`config.mk`:
```
export PLATFORM = sky130hd
export DESIGN_NAME = swm_cell
export DESIGN_NICKNAME = d
export VERILOG_FILES = /design/src/design/assert_macros.svh /design/src/design/swm_pkg.sv /design/src/design/swm_cell.sv
export SDC_FILE = /design/constraint.sdc
export NUM_CORES = 1
export LEC_CHECK = 0
export BUFFER_PORTS_ARGS = -buffer_cell sky130_fd_sc_hd__buf_4
export CORE_MARGIN = 2
export CORE_UTILIZATION = 35
export DETAILED_ROUTE_END_ITERATION = 8
export SYNTH_ARGS = -nofsm -noshare
export SYNTH_HDL_FRONTEND = slang
export SYNTH_SLANG_ARGS = --single-unit
```
`constraint.sdc`:
```
create_clock -name clock -period 4.8 [get_ports clock]
set_input_delay 0 -clock clock [delete_from_list [all_inputs] [get_ports clock]]
set_output_delay 0 -clock clock [all_outputs]
set_load 0.01 [all_outputs]
```
`src/design/assert_macros.svh`:
```
// ----------------------------------------------------------------------------
// assertion macros
// shared concurrent assertion forms for the median filter
// ----------------------------------------------------------------------------
`ifndef ASSERT_MACROS_SVH
`define ASSERT_MACROS_SVH

// property holds at every clock edge outside reset
`define SWM_ASSERT(label, clk, rst, prop, msg) \
   label: assert property (@(posedge clk) disable iff (rst) (prop)) else $error(msg);

// consequent holds in the cycle after the antecedent
`define SWM_ASSERT_NEXT(label, clk, rst, ante, cons, msg) \
   label: assert property (@(posedge clk) disable iff (rst) (ante) |=> (cons)) else $error(msg);

`endif

```
`src/design/swm_pkg.sv`:
```
// ----------------------------------------------------------------------------
// swm_pkg
// types and constants shared by the sliding window median cells and top
// ----------------------------------------------------------------------------
`default_nettype none

package swm_pkg;

   localparam int SAMPLE_W = 32;
   localparam int CSR_W    = 7;
   localparam logic [CSR_W-1:0] WINDOW_RESET = 7'd3;

   typedef logic signed [SAMPLE_W-1:0] sample_type;

   // command broadcast to every cell
   typedef struct packed {
      logic       load;
      logic       restart;
      logic       clear;
      logic       full;
      sample_type sample;
   } swm_cmd_type;

   // what a cell shows its neighbours
   typedef struct packed {
      logic       held;
      logic       v;
      logic       live;
      logic       dseen;
      logic       gt;
      sample_type value;
   } swm_link_type;

endpackage

`default_nettype wire

```
`src/design/swm_cell.sv`:
```
// ----------------------------------------------------------------------------
// swm_cell
// one slot of the sorted window: holds a sample and its age, and on each
// beat keeps its entry or takes one from a neighbour or the new sample
// ----------------------------------------------------------------------------
`default_nettype none

module swm_cell import swm_pkg::*; #(
   parameter int AGE_W = 6
) (
   input  wire logic             clock,
   input  wire logic             reset,
   input  wire swm_cmd_type      cmd,
   input  wire logic [AGE_W-1:0] km1,
   input  wire swm_link_type     left,
   input  wire logic [AGE_W-1:0] left_age,
   input  wire swm_link_type     right,
   input  wire logic [AGE_W-1:0] right_age,
   output swm_link_type          link,
   output logic [AGE_W-1:0]      age
);

   logic             valid_ff, valid_in;
   sample_type       value_ff, value_in;
   logic [AGE_W-1:0] age_ff, age_in;

   logic v, del, live, dseen, gt;
   logic mv_left, stay, mv_right;

   always_comb begin
      v        = valid_ff && !cmd.restart;
      del      = v && cmd.full && (age_ff == km1);
      live     = v && !del;
      dseen    = left.dseen || del;
      gt       = $signed(cmd.sample) < $signed(value_ff);
      mv_left  = right.live && dseen && !right.gt;
      stay     = live && (left.dseen == gt);
      mv_right = left.live && !left.dseen && left.gt;
      valid_in = cmd.full ? v : (v || left.v);

      if (mv_left) begin
         value_in = right.value;
         age_in   = right_age + 1'b1;
      end else if (stay) begin
         value_in = value_ff;
         age_in   = age_ff + 1'b1;
      end else if (mv_right) begin
         value_in = left.value;
         age_in   = left_age + 1'b1;
      end else begin
         value_in = cmd.sample;
         age_in   = '0;
      end
   end

   always_ff @(posedge clock) begin
      if (reset) begin
         valid_ff <= 1'b0;
      end else if (cmd.clear) begin
         valid_ff <= 1'b0;
      end else if (cmd.load) begin
         valid_ff <= valid_in;
      end
   end

   always_ff @(posedge clock) begin
      if (cmd.load) begin
         value_ff <= value_in;
         age_ff   <= age_in;
      end
   end

   always_comb begin
      link.held  = valid_ff;
      link.v     = v;
      link.live  = live;
      link.dseen = dseen;
      link.gt    = gt;
      link.value = value_ff;
      age        = age_ff;
   end

endmodule

`default_nettype wire

```
==> results.md <==
- In the finished design, the share of the clock period the worst path needs comes to 0.720.
- The slack of the worst reg-to-reg path is 1.35 ns.
- The post-route setup TNS is 0 ns.
- Tracing the worst setup path back leads to its startpoint at value_ff[5]$_DFFE_PP_.
- For this configuration, the core starts out at a cell density of 0.357.
- Of the total synthesized cell area, the portion taken by XOR and XNOR cells is 0.0485.
- The pre-antenna-repair detailed-routing pass consisted of 6 iterations.
- Of the synthesized area, sequential elements account for 0.357.
- Of the total power, the share spent switching nets is 0.288.
- The insertion delay of the later-clocked pin in the worst-skew pair is 0.29 ns.
- Setup violations remaining at the end of the flow were counted as 0.
- The global placer's final weighted congestion is about 0.76.
- The number of global-route vias before repair is 3,106.
- The async set-reset flop share out of synthesis is 0.
- The TritonCTS clock tree is built.
- The top fanout value on the critical path is 32.
- The post-detailed-routing wire length is 9.05 mm.
- The class of the most critical hold timing path is primary input to register.
- Synthesis produced a netlist whose cell count is 343.
- The floorplan step defined a die boundary enclosing 10,100 µm².
- The nature of the critical path endpoint is a register.
- The worst setup path is launched from a register.
- The worst-case IR drop observed on VDD is 0.112 mV.
- Of the total power, registers draw 0.438.
- In this run the remaining antenna-violating nets after routing total 0.
- Detailed routing inserted a total of 3,168 vias.
- Measured on the finished design, the core utilization comes to 0.538.
- The sum of overflow across all layers after global routing is 0.
- Of the total synthesized cell area, the portion taken by AND, OR, NAND and NOR gates is 0.139.
- The synthesis-stage register bit count is 39.
- Max-cap violations in this run came to 0.
- The minimum period implied by the final worst setup slack is 3.45 ns.
- The flow ran to the end, but the final reports show violations.
- The worst clock skew is 0.00391 ns.
- On the final layout, the worst hold slack is -0.00102 ns.
- The die width is ~100 µm.
- The starting DRC count in detailed routing is between 100 and 150.
- The portion of netlist area occupied by mux cells is 0.109.
- The most critical setup path has its endpoint at value_ff[30]$_DFFE_PP_.
- After clock tree synthesis, the clock-pin slew on the worst setup and hold paths is 0.08 ns.
- The source of the worst register-to-register timing path is value_ff[5]$_DFFE_PP_.
- The synthesized-area fraction occupied by ao, oa, aoi and oai cells is 0.141.
- The synthesized design spends more area on one cell type than any other, namely edfxtp_1.
- The tree built by TritonCTS fans out to 39 sinks.
- In the layout the commonest cells are buf_4, nand2_1, inv_1, edfxtp_1, ha_1.
- Port buffering added 168 buffers.
- Buffers inserted during clock tree synthesis total 5.
- The commonest non-fill, non-tap cell in the layout is buf_4.
- The combinational fraction of design power is 0.331.
- In the final routed layout, each cell accounts on average for 14.1 µm.
- Derived from the worst setup path, the maximum achievable clock frequency is 289 MHz.
- The worst path required time is 4.72 ns.
- The mean area per synthesized cell is about 9.5 µm².
- Yosys attributes the largest share of cell area to edfxtp_1, ha_1, mux2i_1.
- The detailed placement HPWL is 7.17 mm.
- The most common flop cell mapped by yosys is edfxtp_1.
- After floorplanning, the core was sized to cover 9110 µm².
- The filler cells instantiated in the layout total between 800 and 900.
- The adder and majority cell fraction of the synthesized area is 0.131.
- The static leakage is 2.43 nW.
- The checks that failed: negative hold slack.
- The post-synthesis cell type count is 50.
- The number of nets in the layout is 693.
- By area, the combinational part of the netlist is dominated by compound AO/OA/AOI/OAI gates.
- Of the total power, the clock network draws 0.231.
- The area of the mapped netlist is around 3200 µm².
- Power spread over the standard cell area amounts to between 150 and 200 nW/µm².
- The layout overhead on the synthesized area is 50.8%.
- The buffer count from post-CTS setup fixing is 0.
- The total routing usage reported by global routing is 0.174.
- The number of antenna violations at the first check in global routing is 0.
- The detail-routed via count per cell is 4.94.
- The internal power of the cells totals 0.685 mW.
- The critical path is of the register to register type.
- STA puts the critical path data arrival time at 3.37 ns.
- The number of nets produced by synthesis is between 500 and 600.
- The final hold violation count was 2.
- The clock passes through at most 2 buffers.
- The I/O pin count is ~170.
- The largest net degree at the start of global routing is 46.
- Of the post-synthesis cell area, the dominant cell type holds 0.351.
- The first global-routing pass estimated between 10 and 15 mm of wire.
- The antenna diode count is 0.
- Setup repair after global routing left no endpoint under its margin.
- The H-tree was split into 2 levels.
- The measured slew at the worst slew-check pin is 0.861 ns.
- Row generation in the floorplan step produced 35 rows.
- For this run, design rule violations remaining after detail routing come to 0.
- The root cell of the clock tree is clkbuf_8.
- The number of pins with negative max-slew slack in the final report is 0.
- The die is 100 µm tall.
- Of the cells placed in the final design, the portion with a size suffix greater than 1 is 0.357.
- The number of cells on the worst reg-to-reg path is 9.
- In this run the tightest slew margin relative to its limit is 0.425.
- The Yosys step of the flow raised 0 warnings.
- The analysis attributes to net switching a power of ~0.28 mW.
- The critical register-to-register path endpoint is value_ff[30]$_DFFE_PP_.
- Yosys mapped a number of flops with a built-in enable equal to 38.
[Yosys cell counts, types with 2 or more instances]
master / count
clkbuf_1: 3
a21oi_1: 11
and2_1: 2
nand4_1: 6
inv_1: 38
buf_4: 8
o221ai_1: 3
nor2_1: 10
edfxtp_1: 38
nor3_1: 6
ha_1: 34
mux2i_1: 33
nand2b_1: 2
xor2_1: 13
xnor2_1: 5
nand3_1: 12
buf_1: 2
o21ai_1: 11
nand2_1: 44
o31ai_1: 2
o21ai_0: 26
a21o_1: 3
or3_1: 2
buf_2: 2
a21oi_2: 2
[cell type report]
| class | instances | area [µm²] | area share |
|---|---|---|---|
| Timing Repair Buffer | 195 | 1530 | 0.312 |
| Inverter | 38 | 143 | 0.0291 |
| Clock buffer | 8 | 80.1 | 0.0163 |
| Multi-Input combinational cell | 250 | 1850 | 0.378 |
| Sequential cell | 39 | 1160 | 0.237 |
| Tap cell | 111 | 139 | 0.0283 |
[stage by stage]
stage / instances / setup slack, ns / hold slack [ns] / instance area (µm²) / power [mW]
2_1_floorplan: 343 / 1.59 / 0.0768 / 3250 / 0.578
3_3_place_gp: 608 / 1.37 / 0.165 / 4570 / 0.729
3_5_place_dp: 608 / 1.32 / 0.165 / 4570 / 0.735
4_1_cts: 640 / 1.29 / 0.000164 / 4890 / 0.974
5_1_grt: 641 / 1.14 / 0.00589 / 4900 / 1.02
6_report: 641 / 1.35 / -0.00102 / 4900 / 0.962
[sequential cells by signal, summed over array words and instances, names as in the netlist]
| name | cells |
|---|---|
| age | 6 |
| valid_ff | 1 |
| value_ff | 32 |
[critical path: stages, from the launching register on]
cell and delay, ns:
edfxtp_1 0.39, inv_1 0.07, ha_1 0.24, a21o_1 0.20
a221oi_2 0.24, o21ai_1 0.15, a311oi_1 0.23, a31o_1 0.43
mux2i_4 0.39, and2_2 0.75
[power groups by stage]
stage,clock network [mW],registers (mW),logic (mW)
after floorplan,0,0.439,0.139
after global placement,0,0.428,0.301
after detailed placement,0,0.429,0.306
after CTS,0.230,0.422,0.322
after global routing,0.239,0.425,0.354
final,0.222,0.421,0.319
[worst min path at each step]
stage                    from                      to  slack (ns)  cells past startpoint
finish              right[17]  value_ff[17]$_DFFE_PP_      -0.001                      3
detailed placement      reset   valid_ff$_SDFFE_PP0P_        0.16                      2
CTS                 right[16]  value_ff[16]$_DFFE_PP_      0.0002                      3
global route        right[29]  value_ff[29]$_DFFE_PP_       0.006                      3
floorplan               reset   valid_ff$_SDFFE_PP0P_        0.08                      1
global placement        reset   valid_ff$_SDFFE_PP0P_        0.17                      2
[routing by layer]
metal	wire, µm	GRT usage	vias to the layer above
met1	3820	0.217	1436
li1	-	-	1591
met3	688	0.0487	13
met5	0	0	-
met4	150	0.0453	0
met2	4390	0.298	128
[cell families (layout without fill, tap and decap cells)]
| logic type | count (synthesis) | in the layout |
|---|---|---|
| and+or+nand+nor | 92 | 92 |
| AOI/OAI and AO/OA | 72 | 72 |
| adders and majority gates | 34 | 34 |
| DFF | 39 | 39 |
| muxes | 34 | 34 |
| buffers and inverters | 54 | 241 |
| xor gates and xnor gates | 18 | 18 |
[timing repair]
action | CTS | global route
endpoints found under the setup margin | 0 | 0
resized for setup | 0 | 0
hold endpoints to repair | 23 | 6
hold buffers | 24 | 1
(Power assumes the default switching activity.)
